### src/hw/rtl/epwr_pkg.sv
`default_nettype none
package epwr_pkg;

	localparam int COUNTER_WIDTH_DEF = 32;
	localparam int OVERFLOW_BITS_DEF = 6;
	localparam int OVERFLOW_BITS_MAX = 8;
	localparam int CAPTURE_W = 32;
	localparam int WEIGHT_W = 32;
	localparam int PULSE_W = 38;
	localparam int DIST_W = 16;

	localparam logic [PULSE_W-1:0] PULSE_MAX = {PULSE_W{1'b1}};
	localparam logic [DIST_W-1:0] DIST_MAX = {DIST_W{1'b1}};
	localparam logic [WEIGHT_W-1:0] WEIGHT_RESET = {WEIGHT_W{1'b1}};

	// distance = pulse * 34000 / 2000000 = pulse * 17 / 1000
	// pulse at or above this gives a distance past 16 bits
	localparam logic [PULSE_W-1:0] DIST_SAT_PULSE = PULSE_W'(3855059);
	localparam int LIN_W = 22;
	localparam int SCALED_W = LIN_W + 5;
	localparam int QUOT_W = SCALED_W - 3;
	// floor(y / 125) = (y * RECIP_M) >> RECIP_SHIFT for y below 2^23
	localparam int RECIP_W = 24;
	localparam logic [RECIP_W-1:0] RECIP_M = RECIP_W'(8589935);
	localparam int RECIP_SHIFT = 30;

	localparam int QUEUE_DEPTH = 2;

	localparam logic OP_EVENT = 1'b0;
	localparam logic OP_RESTART = 1'b1;

	localparam int PADDR_W = 3;
	localparam logic REG_OVERFLOW_WEIGHT = 1'b0;

	typedef struct packed {
		logic op;
		logic overflow_flag;
		logic capture_flag;
		logic [CAPTURE_W-1:0] capture_value;
	} in_beat_t;

	typedef struct packed {
		logic done_res;
		logic [PULSE_W-1:0] pulse_us;
		logic [DIST_W-1:0] distance_cm;
		logic clear_counter;
		logic falling_edge_select;
	} out_beat_t;

	typedef struct packed {
		logic done;
		logic [OVERFLOW_BITS_MAX-1:0] count;
		logic [CAPTURE_W-1:0] held;
		logic clear_counter;
		logic falling_edge_select;
	} job_t;

	typedef struct packed {
		logic push;
		logic pop;
	} queue_ctl_t;

	typedef struct packed {
		logic full;
		logic valid;
	} queue_sts_t;

endpackage
`default_nettype wire

### src/hw/rtl/epwr_front.sv
`default_nettype none
module epwr_front #(
	parameter int COUNTER_WIDTH = epwr_pkg::COUNTER_WIDTH_DEF,
	parameter int OVERFLOW_BITS = epwr_pkg::OVERFLOW_BITS_DEF
) (
	input  wire logic              clk,
	input  wire logic              arst_n,
	input  wire logic              accept,
	input  wire epwr_pkg::in_beat_t beat,
	output epwr_pkg::job_t         job
);

	localparam logic [OVERFLOW_BITS-1:0] OVF_MAX = {OVERFLOW_BITS{1'b1}};
	localparam logic [COUNTER_WIDTH-1:0] CNT_ONES = {COUNTER_WIDTH{1'b1}};

	logic done_q, armed_q;
	logic [OVERFLOW_BITS-1:0] count_q;
	logic [COUNTER_WIDTH-1:0] held_q;

	logic done_d, armed_d, clr_d;
	logic [OVERFLOW_BITS-1:0] count_d;
	logic [COUNTER_WIDTH-1:0] held_d;

	always_comb begin
		done_d = done_q;
		armed_d = armed_q;
		count_d = count_q;
		held_d = held_q;
		clr_d = 1'b0;
		if (beat.op == epwr_pkg::OP_RESTART) begin
			done_d = 1'b0;
			armed_d = 1'b0;
			count_d = '0;
		end else if (!done_q) begin
			// overflow is counted first when both flags are set; a capture then overrides held
			if (beat.overflow_flag && armed_q) begin
				if (count_q == OVF_MAX) begin
					done_d = 1'b1;
					held_d = CNT_ONES;
				end else begin
					count_d = count_q + 1'b1;
				end
			end
			if (beat.capture_flag) begin
				if (armed_q) begin
					done_d = 1'b1;
					held_d = beat.capture_value[COUNTER_WIDTH-1:0];
				end else begin
					count_d = '0;
					held_d = '0;
					armed_d = 1'b1;
					clr_d = 1'b1;
				end
			end
		end
	end

	always_comb begin
		job.done = done_d;
		job.count = epwr_pkg::OVERFLOW_BITS_MAX'(count_d);
		job.held = epwr_pkg::CAPTURE_W'(held_d);
		job.clear_counter = clr_d;
		job.falling_edge_select = armed_d && !done_d;
	end

	always_ff @(posedge clk or negedge arst_n) begin
		if (!arst_n) begin
			done_q <= 1'b0;
			armed_q <= 1'b0;
			count_q <= '0;
			held_q <= '0;
		end else if (accept) begin
			done_q <= done_d;
			armed_q <= armed_d;
			count_q <= count_d;
			held_q <= held_d;
		end
	end

endmodule
`default_nettype wire

### src/hw/rtl/epwr_queue.sv
`default_nettype none
module epwr_queue (
	input  wire logic                clk,
	input  wire logic                arst_n,
	input  wire epwr_pkg::queue_ctl_t ctl,
	input  wire epwr_pkg::job_t      wr_job,
	output epwr_pkg::queue_sts_t     sts,
	output epwr_pkg::job_t           rd_job
);

	localparam int DEPTH = epwr_pkg::QUEUE_DEPTH;
	localparam int PTR_W = (DEPTH > 1) ? $clog2(DEPTH) : 1;
	localparam int CNT_W = $clog2(DEPTH + 1);

	epwr_pkg::job_t entry_q [DEPTH];
	logic [PTR_W-1:0] wr_ptr_q, rd_ptr_q;
	logic [CNT_W-1:0] fill_q;

	logic do_push, do_pop;

	assign sts.full = (fill_q == CNT_W'(DEPTH));
	assign sts.valid = (fill_q != '0);
	assign do_push = ctl.push && !sts.full;
	assign do_pop = ctl.pop && sts.valid;
	assign rd_job = entry_q[rd_ptr_q];

	always_ff @(posedge clk) begin
		if (do_push) begin
			entry_q[wr_ptr_q] <= wr_job;
		end
	end

	always_ff @(posedge clk or negedge arst_n) begin
		if (!arst_n) begin
			wr_ptr_q <= '0;
			rd_ptr_q <= '0;
			fill_q <= '0;
		end else begin
			if (do_push) begin
				wr_ptr_q <= (wr_ptr_q == PTR_W'(DEPTH - 1)) ? '0 : wr_ptr_q + 1'b1;
			end
			if (do_pop) begin
				rd_ptr_q <= (rd_ptr_q == PTR_W'(DEPTH - 1)) ? '0 : rd_ptr_q + 1'b1;
			end
			if (do_push && !do_pop) begin
				fill_q <= fill_q + 1'b1;
			end else if (do_pop && !do_push) begin
				fill_q <= fill_q - 1'b1;
			end
		end
	end

endmodule
`default_nettype wire

### src/hw/rtl/epwr_back.sv
`default_nettype none
module epwr_back #(
	parameter int COUNTER_WIDTH = epwr_pkg::COUNTER_WIDTH_DEF,
	parameter int OVERFLOW_BITS = epwr_pkg::OVERFLOW_BITS_DEF
) (
	input  wire logic                            clk,
	input  wire logic                            arst_n,
	input  wire logic [epwr_pkg::WEIGHT_W-1:0]   weight,
	input  wire logic                            job_valid,
	input  wire epwr_pkg::job_t                  job,
	output logic                                 job_pop,
	output logic                                 out_valid,
	input  wire logic                            out_stall,
	output epwr_pkg::out_beat_t                  out_data
);

	localparam int PROD_W = OVERFLOW_BITS + epwr_pkg::WEIGHT_W;
	localparam int EXT_W = (PROD_W + 1 > epwr_pkg::PULSE_W) ? PROD_W + 1 : epwr_pkg::PULSE_W;
	localparam int RPROD_W = epwr_pkg::QUOT_W + epwr_pkg::RECIP_W;

	typedef struct packed {
		logic done;
		logic clr;
		logic fall;
	} tag_t;

	logic advance;
	logic v_s1, v_s2, v_s3, v_s4, out_valid_q;
	tag_t tag_s1, tag_s2, tag_s3, tag_s4;

	logic [PROD_W-1:0] prod_s1;
	logic [COUNTER_WIDTH-1:0] held_s1;
	logic [epwr_pkg::PULSE_W-1:0] pulse_s2, pulse_s3, pulse_s4;
	logic sat_s3, sat_s4;
	logic [epwr_pkg::QUOT_W-1:0] y_s3;
	logic [RPROD_W-1:0] rprod_s4;
	epwr_pkg::out_beat_t out_data_q;

	logic [EXT_W-1:0] sum_ext;
	logic [epwr_pkg::SCALED_W-1:0] scaled;

	assign advance = !(out_valid_q && out_stall);
	assign job_pop = advance && job_valid;
	assign out_valid = out_valid_q;
	assign out_data = out_data_q;

	assign sum_ext = EXT_W'(prod_s1) + EXT_W'(held_s1);
	// times 17 as shift and add
	assign scaled = epwr_pkg::SCALED_W'({pulse_s2[epwr_pkg::LIN_W-1:0], 4'b0000})
		+ epwr_pkg::SCALED_W'(pulse_s2[epwr_pkg::LIN_W-1:0]);

	always_ff @(posedge clk or negedge arst_n) begin
		if (!arst_n) begin
			v_s1 <= 1'b0;
			v_s2 <= 1'b0;
			v_s3 <= 1'b0;
			v_s4 <= 1'b0;
			out_valid_q <= 1'b0;
		end else if (advance) begin
			v_s1 <= job_valid;
			v_s2 <= v_s1;
			v_s3 <= v_s2;
			v_s4 <= v_s3;
			out_valid_q <= v_s4;
		end
	end

	always_ff @(posedge clk) begin
		if (advance) begin
			tag_s1 <= '{done: job.done, clr: job.clear_counter, fall: job.falling_edge_select};
			prod_s1 <= PROD_W'(job.count[OVERFLOW_BITS-1:0]) * PROD_W'(weight);
			held_s1 <= job.held[COUNTER_WIDTH-1:0];

			tag_s2 <= tag_s1;
			pulse_s2 <= (sum_ext > EXT_W'(epwr_pkg::PULSE_MAX)) ? epwr_pkg::PULSE_MAX
				: sum_ext[epwr_pkg::PULSE_W-1:0];

			tag_s3 <= tag_s2;
			pulse_s3 <= pulse_s2;
			sat_s3 <= (pulse_s2 >= epwr_pkg::DIST_SAT_PULSE);
			y_s3 <= scaled[epwr_pkg::SCALED_W-1:3];

			tag_s4 <= tag_s3;
			pulse_s4 <= pulse_s3;
			sat_s4 <= sat_s3;
			rprod_s4 <= RPROD_W'(y_s3) * RPROD_W'(epwr_pkg::RECIP_M);

			out_data_q.done_res <= tag_s4.done;
			out_data_q.pulse_us <= tag_s4.done ? pulse_s4 : '0;
			out_data_q.distance_cm <= !tag_s4.done ? '0
				: sat_s4 ? epwr_pkg::DIST_MAX
				: rprod_s4[epwr_pkg::RECIP_SHIFT +: epwr_pkg::DIST_W];
			out_data_q.clear_counter <= tag_s4.clr;
			out_data_q.falling_edge_select <= tag_s4.fall;
		end
	end

endmodule
`default_nettype wire

### src/hw/rtl/echo_pulse_width_ranger_unit.sv
// channel | direction | handshake           | beat
// in      | input     | in_valid / in_stall | in_data (epwr_pkg::in_beat_t)
// out     | output    | out_valid/out_stall | out_data (epwr_pkg::out_beat_t)
// cfg     | input     | apb write/read      | overflow_weight at byte address 0
//
// the front updates the measurement state in the accept cycle and queues one job per beat
// the back is a five-register pipeline (multiply, add and saturate, scale, reciprocal
// multiply, output) that takes one beat per cycle while out_stall does not hold it
// in_stall rises only when the two-entry job queue is full; out_stall freezes the back
// reset clears the measurement state, the queue and all valid flags; weight resets to all ones
`default_nettype none
module echo_pulse_width_ranger_unit #(
	parameter int COUNTER_WIDTH = epwr_pkg::COUNTER_WIDTH_DEF,
	parameter int OVERFLOW_BITS = epwr_pkg::OVERFLOW_BITS_DEF
) (
	input  wire logic                          clk,
	input  wire logic                          arst_n,
	input  wire logic                          in_valid,
	output logic                               in_stall,
	input  wire epwr_pkg::in_beat_t            in_data,
	output logic                               out_valid,
	input  wire logic                          out_stall,
	output epwr_pkg::out_beat_t                out_data,
	input  wire logic                          psel,
	input  wire logic                          penable,
	input  wire logic                          pwrite,
	input  wire logic [epwr_pkg::PADDR_W-1:0]  paddr,
	input  wire logic [31:0]                   pwdata,
	output logic [31:0]                        prdata,
	output logic                               pready
);

	logic [epwr_pkg::WEIGHT_W-1:0] weight_q;
	logic reg_hit, in_accept;
	epwr_pkg::job_t front_job, queue_job;
	epwr_pkg::queue_ctl_t q_ctl;
	epwr_pkg::queue_sts_t q_sts;
	logic back_pop;

	assign pready = 1'b1;
	assign reg_hit = (paddr[epwr_pkg::PADDR_W-1:2] == epwr_pkg::REG_OVERFLOW_WEIGHT);
	assign prdata = reg_hit ? weight_q : '0;

	always_ff @(posedge clk or negedge arst_n) begin
		if (!arst_n) begin
			weight_q <= epwr_pkg::WEIGHT_RESET;
		end else if (psel && penable && pwrite && pready && reg_hit) begin
			weight_q <= pwdata;
		end
	end

	assign in_stall = q_sts.full;
	assign in_accept = in_valid && !in_stall;
	assign q_ctl.push = in_accept;
	assign q_ctl.pop = back_pop;

	epwr_front #(
		.COUNTER_WIDTH(COUNTER_WIDTH),
		.OVERFLOW_BITS(OVERFLOW_BITS)
	) u_front (
		.clk(clk),
		.arst_n(arst_n),
		.accept(in_accept),
		.beat(in_data),
		.job(front_job)
	);

	epwr_queue u_queue (
		.clk(clk),
		.arst_n(arst_n),
		.ctl(q_ctl),
		.wr_job(front_job),
		.sts(q_sts),
		.rd_job(queue_job)
	);

	epwr_back #(
		.COUNTER_WIDTH(COUNTER_WIDTH),
		.OVERFLOW_BITS(OVERFLOW_BITS)
	) u_back (
		.clk(clk),
		.arst_n(arst_n),
		.weight(weight_q),
		.job_valid(q_sts.valid),
		.job(queue_job),
		.job_pop(back_pop),
		.out_valid(out_valid),
		.out_stall(out_stall),
		.out_data(out_data)
	);

	a_idle_zero: assert property (@(posedge clk) disable iff (!arst_n)
		out_valid && !out_data.done_res |-> out_data.pulse_us == '0 && out_data.distance_cm == '0)
		else $error("result fields set without a finished measurement");

	a_arm_beat: assert property (@(posedge clk) disable iff (!arst_n)
		out_valid && out_data.clear_counter |-> out_data.falling_edge_select && !out_data.done_res)
		else $error("arming beat without falling-edge polarity");

	a_dist_sat: assert property (@(posedge clk) disable iff (!arst_n)
		out_valid && out_data.done_res && out_data.pulse_us >= epwr_pkg::DIST_SAT_PULSE
		|-> out_data.distance_cm == epwr_pkg::DIST_MAX)
		else $error("distance not saturated for a long pulse");

	a_pop_only_valid: assert property (@(posedge clk) disable iff (!arst_n)
		back_pop |-> q_sts.valid)
		else $error("job taken from an empty queue");

endmodule
`default_nettype wire
### config.mk
export PLATFORM = sky130hd
export DESIGN_NAME = echo_pulse_width_ranger_unit
export DESIGN_NICKNAME = d
export VERILOG_FILES = /design/src/hw/rtl/epwr_pkg.sv /design/src/hw/rtl/epwr_front.sv /design/src/hw/rtl/epwr_queue.sv /design/src/hw/rtl/epwr_back.sv /design/src/hw/rtl/echo_pulse_width_ranger_unit.sv
export SDC_FILE = /design/constraint.sdc
export NUM_CORES = 2
export LEC_CHECK = 0
export ABC_AREA = 1
export ABC_CLOCK_PERIOD_IN_PS = 8800
export BUFFER_PORTS_ARGS = -buffer_cell sky130_fd_sc_hd__buf_2
export CAP_MARGIN = 20
export CORE_MARGIN = 4
export CORE_UTILIZATION = 50
export DETAILED_ROUTE_END_ITERATION = 7
export PLACE_DENSITY = 0.7
export SLEW_MARGIN = 15
export SYNTH_ARGS = -nofsm -noshare
export SYNTH_HDL_FRONTEND = slang
export SYNTH_SLANG_ARGS = --single-unit
### constraint.sdc
create_clock -name clk -period 8.8 [get_ports clk]
set_input_delay 0.88 -clock clk [delete_from_list [all_inputs] [get_ports clk]]
set_output_delay 0.88 -clock clk [all_outputs]
set_load 0.03 [all_outputs]
-- Word level (Yosys, flattened, before mapping)
Memory sizes are Yosys's and may differ from the RTL's.
Index checks and enable logic that the tools add are counted.
- logic and storage cells: 106
- bits in writable memories: 82
- memories kept: 1
- register bits: 406
- bits of input ports: 77
- memory list (memory ; words ; width ; read ports ; clocked after memory_dff ; wr ports ; line ; RTL):
    u_queue.entry_q ; 2 ; 41 ; 1 ; 0 ; 1 ; epwr_queue.sv:15 ; epwr_pkg::job_t entry_q [DEPTH];
- multipliers: 2
- reductions and logical operators: 19
- equality and inequality tests: 2
- order comparisons: 2
- add/sub/neg operators: 7
- bitwise gates (word level): 1
- multiplexer cells: 33
- operators with widths (kind ; count):
    $mux 32 ; 7
    $mul 24x24->46 const B ; 1
    $add 38x32->39 ; 1
    $gt 39x38->1 const B ; 1
    $ge 38x22->1 const B ; 1
    $mul 6x32->38 ; 1
    $mux 6 ; 6
    $add 26x22->27 ; 1
    $mux 1 ; 17
    $mux 16 ; 1
    $logic_and 1x1->1 ; 12
    $add 6x1->6 const B ; 1
    $eq 6x6->1 const B ; 1
    $logic_not 1->1 ; 5
    $mux 2 ; 2
    $reduce_bool 2->1 ; 2
    $add 1x1->1 const B ; 2
    $add 2x1->2 const B ; 1
    $eq 2x2->1 const B ; 1
    $sub 2x1->2 const B ; 1
    $not 1->1 ; 1

-- Longest topological paths before layout
- word-level depth: 9
- mapped depth: 26
- depth with buffers taken out: 26

-- By module
From an unflattened synthesis, not the netlist that was laid out.
- cells, all modules: 4283
- area total of the unflattened synthesis: 37578.5 um^2
- by module, submodules not included (module ; area an instance (um^2) ; cells an instance ; seq. area each (um^2) ; instances):
    epwr_back ; 29527.1 ; 3332 ; 8953.6 ; 1
    epwr_queue ; 3435.8 ; 256 ; 2682.6 ; 1
    epwr_front ; 2981.6 ; 481 ; 1001.0 ; 1
    echo_pulse_width_ranger_unit ; 1634.1 ; 214 ; 840.8 ; 1

-- Worst setup path after synthesis
Ideal clock, no wire load.
- path type: input to register
- start point: input port out_stall
- end point: register u_queue.fill_q[1]
- setup slack: -1.087 ns
- buffers on the path: 0
- stages on the path: 6
- arrival time: 9.756 ns
- cells stage by stage: nand2_1 -> o21ai_0 -> ha_1 -> a21oi_1 -> o21ai_0 -> xor2_1
- cells in the longest elaborated chain, start to end: 7
- elaborated cells between the ends (all ways): 9
- classes of those cells: mux (1); reduce/logical (8)
- RTL lines (item ; line ; RTL):
    start, declared ; echo_pulse_width_ranger_unit.sv:22 ; input wire logic out_stall,
    $logic_and 1x1->1 (*) ; epwr_back.sv:42 ; assign advance = !(out_valid_q && out_stall);
    $logic_not 1->1 (*) ; epwr_back.sv:42 ;
    $logic_and 1x1->1 (*) ; epwr_back.sv:43 ; assign job_pop = advance && job_valid;
    $logic_and 1x1->1 (*) ; epwr_queue.sv:24 ; assign do_pop = ctl.pop && sts.valid;
    $logic_not 1->1 ; epwr_queue.sv:45 ; if (do_push && !do_pop) begin
    $logic_and 1x1->1 ; epwr_queue.sv:45 ;
    $mux 2 or $reduce_bool 2->1 (tied branches) ; n/a ;
    end signal, assigned ; epwr_queue.sv:46 ; fill_q <= fill_q + 1'b1;
    end signal, assigned ; epwr_queue.sv:48 ; fill_q <= fill_q - 1'b1;
    end, declared ; epwr_queue.sv:17 ; logic [CNT_W-1:0] fill_q;
Mark *: on every way between the ends. The rest lies on a longest branch, timed or not.
A chain may end at the register's enable or synchronous reset.

-- Worst setup path in the final report
- start point: register u_back.y_s3[22] (netlist name)
- end point: register u_back.rprod_s4[45], data pin
- cells in the longest elaborated chain, start to end: 1
- RTL lines (item ; line ; RTL):
    start, declared ; epwr_back.sv:35 ; logic [epwr_pkg::QUOT_W-1:0] y_s3;
    start signal, assigned ; epwr_back.sv:81 ; y_s3 <= scaled[epwr_pkg::SCALED_W-1:3];
    $mul 24x24->46 ; epwr_back.sv:86 ; rprod_s4 <= RPROD_W'(y_s3) * RPROD_W'(epwr_pkg::RECIP_M);
    end signal, assigned ; epwr_back.sv:86 ;
    end, declared ; epwr_back.sv:36 ; logic [RPROD_W-1:0] rprod_s4;
Every way passes these cells.

==> impl_metrics.tcl <==
set metrics [dict create \
    ys_warn_count 0 \
    die_height_um 277 \
    grtUsageTotal 0.222 \
    drv_slew 0 \
    synth-edff-count 376 \
    ys_seq_area_frac 0.368 \
    outcome "finished clean" \
    clock-sinks 457 \
    drive_above_1_share 0.0833 \
    drt-vias-per-instance 5.12 \
    avgRoutedWirePerCell_um 16.2 \
    clkSlewWorstSetupHoldPaths_ns 0.06 \
    fin_tns_setup_ns 0 \
    ys_seq_elements 457 \
    firstDrtPassIters 5 \
    fin_crit_ns 6.29 \
    cts_tree "built" \
    cts_hold_buf 0 \
    maxSlewHeadroom 0.316 \
    ys.flop_type "edfxtp_1" \
    fin_skew_ns 0.0322 \
    synth_area_per_cell_um2 8.98 \
    clockBufferDepth 3 \
    hpwl_um 67000 \
    crit_path_max_fanout 10 \
    n_antenna_cell 0 \
    fmax_mhz 159 \
    start_kind "flip-flop" \
    grtUsageMet2 0.372 \
    cp-end-kind "flip-flop" \
    ant_nets 0 \
    overflow 0 \
    criticalPathCategory "reg -> reg" \
    min_path_cells 0 \
    hold_viol_final 0 \
    io_pins 169 \
    cts-resized-gates 0 \
    grt_pass1_vias 26432 \
    crit_top_cell "inv_1" \
    cp_slowest_cell "edfxtp_1" \
    rows 98 \
    antenna_found_initial 3 \
    rsz0062_at_grt "false" \
    postRouteWirelength_um 84500 \
    hold_class "reg -> reg" \
    pre_cts_slack_ns 2.51 \
    drc 0 \
    worst_pin_slew_ns 1.03 \
    gr-usage-met1 0.312 \
    grt_use_met3 0.0265 \
    portBuffers 165 \
    insertion_delay_ns 0.60 \
    fp.dieArea_um2 77000 \
    die_x_um 277 \
    critPathRequiredTime_ns 9.11 \
    cp_top_family "adder cells" \
    cts_max_level 2 \
    finalNetCount 4938 \
    top_usage_layer "met2" \
    drv_cap 0 \
    grt_max_degree 207 \
    cts_buffers 47 \
    synth_area_um2 36300 \
    synth_cell_type_count 44 \
    critPathBufInv 6 \
    gp_congestion 0.965 \
    cts_setup_buffers 0 \
    setup_ws_ns 2.51 \
    postSynthNetCount 4769 \
    dr_total_vias 26620 \
    areaGrowthSynthToFinish_pct 9.84 \
    initial_core_util 0.506 \
    first_iter_violations 1977 \
    syn_inst 4042 \
    slowest_delay_ns 0.81 \
    core_um2 71700 \
    cp_cell_sequence "inv_1 -> ha_1 -> fa_1 -> inv_1 -> ha_1 -> inv_1 -> fa_1 -> inv_1 -> fa_1 -> fa_1 -> inv_1 -> fa_1 -> inv_1 -> ha_1 -> a21oi_1 -> o21ai_0 -> a21boi_0 -> o21ai_0 -> nand2_1 -> nand3_1 -> nand2_1 -> nand2_1" \
    cp.depth 22 \
    ys_async_sr_fraction 0.177 \
    finalCoreUtilization 0.556 \
    finalCritPeriodShare 0.715 \
    cp.arrival_ns 6.60 \
    root_buffer "clkbuf_16" \
    setup_viol 0 \
    grt_pass1_wl_um 138000 \
    reg2reg_depth 22 \
]
[sequential cells by signal, indices dropped and copies added (netlist names), 6 cells and up]
name,cells
u_back.held_s1,32
u_back.out_data,57
u_back.prod_s1,38
u_back.pulse_s2,38
u_back.pulse_s3,37
u_back.pulse_s4,37
u_back.rprod_s4,17
u_back.y_s3,24
u_front.count_q,6
u_front.held_q,32
u_queue.entry_q,82
weight_q,32
[Yosys cell counts (all sizes together), types with 2 or more instances]
cell / count / area (µm²)
a21boi: 4 / 30.0
o21bai: 17 / 128
clkbuf: 50 / 188
and2: 3 / 18.8
a21o: 11 / 82.6
dfstp: 32 / 841
ha: 352 / 4400
xnor2: 24 / 210
nor2: 385 / 1470
a31oi: 4 / 25.0
o211ai: 2 / 15.0
nand4: 38 / 238
a31o: 2 / 17.5
nor3: 25 / 125
nand2: 926 / 3540
buf: 18 / 105
edfxtp: 376 / 11300
xor2: 45 / 394
dfrtp: 49 / 1230
o21a: 10 / 75.1
a21oi: 190 / 955
fa: 298 / 5970
nor4: 13 / 96.3
o21ai: 178 / 891
nand3: 147 / 736
inv: 819 / 3070
or2: 16 / 100
nand3b: 2 / 15.0
[metal layers]
metal	part of all wire	vias to the layer above
li1	-	13131
met1	0.45	12641
met2	0.47	735
met3	0.058	111
met4	0.023	2
met5	0.00015	-
[area by class of cell]
cell class              count  area [µm²]
flip-flops and latches    457       13400
well taps                 950        1190
clock buffers              55        1250
multi-input cells        2698       19600
fillers                  6438       31900
clock inverters            31         342
repair buffers            188        1040
inverters                 819        3070
[logic make-up (layout without fill, tap and decap cells)]
kind of cell / after synthesis / count (layout) / synth area share
fa+ha+maj: 650 / 650 / 0.286
simple gates: 1558 / 1558 / 0.175
xor+xnor: 69 / 69 / 0.0167
flops: 457 / 457 / 0.368
buf+inv: 887 / 1093 / 0.0928
other cells: 1 / 1 / 0.000103
compound gates: 420 / 420 / 0.0616
[cell usage in the layout (no fill, tap or decap), drive strengths merged, types with 4 or more instances in the layout]
| master | netlist | routed |
|---|---|---|
| a31oi | 4 | 4 |
| xnor2 | 24 | 24 |
| dfrtp | 49 | 49 |
| or2 | 16 | 16 |
| nand3 | 147 | 147 |
| clkinv | 0 | 19 |
| nor4 | 13 | 13 |
| fa | 298 | 298 |
| nand4 | 38 | 38 |
| inv | 819 | 823 |
| clkinvlp | 0 | 4 |
| nor2 | 385 | 385 |
| edfxtp | 376 | 376 |
| a21boi | 4 | 4 |
| o21bai | 17 | 17 |
| bufinv | 0 | 4 |
| dfstp | 32 | 32 |
| clkbuf | 50 | 55 |
| a21o | 11 | 11 |
| ha | 352 | 352 |
| o21a | 10 | 10 |
| buf | 18 | 188 |
| nor3 | 25 | 25 |
| a21oi | 190 | 190 |
| o21ai | 178 | 178 |
| nand2 | 926 | 926 |
| xor2 | 45 | 45 |
[stage by stage]
step	cells	hold WS [ns]	cell area (µm²)
floorplan	4042	0.400	36300
global placement	5110	0.403	38200
detailed placement	5110	0.405	38200
CTS	5196	0.417	39800
global route	5198	0.423	39900
finish	5198	0.412	39900
[final timing paths]
kind                                  endpoint           startpoint  slack, ns
max                        u_back.rprod_s4[45]      u_back.y_s3[22]       2.51
min                        u_back.pulse_s4[15]  u_back.pulse_s3[15]       0.41
min in group asynchronous         weight_q[31]               arst_n       0.47
min reg2reg                u_back.pulse_s4[15]  u_back.pulse_s3[15]       0.41
max reg2reg                u_back.rprod_s4[45]      u_back.y_s3[22]       2.51
max in group asynchronous   u_front.held_q[13]               arst_n       7.53
Power is not shown: default switching activity piles up to over one toggle a cycle in this logic, so the estimate is an artifact.
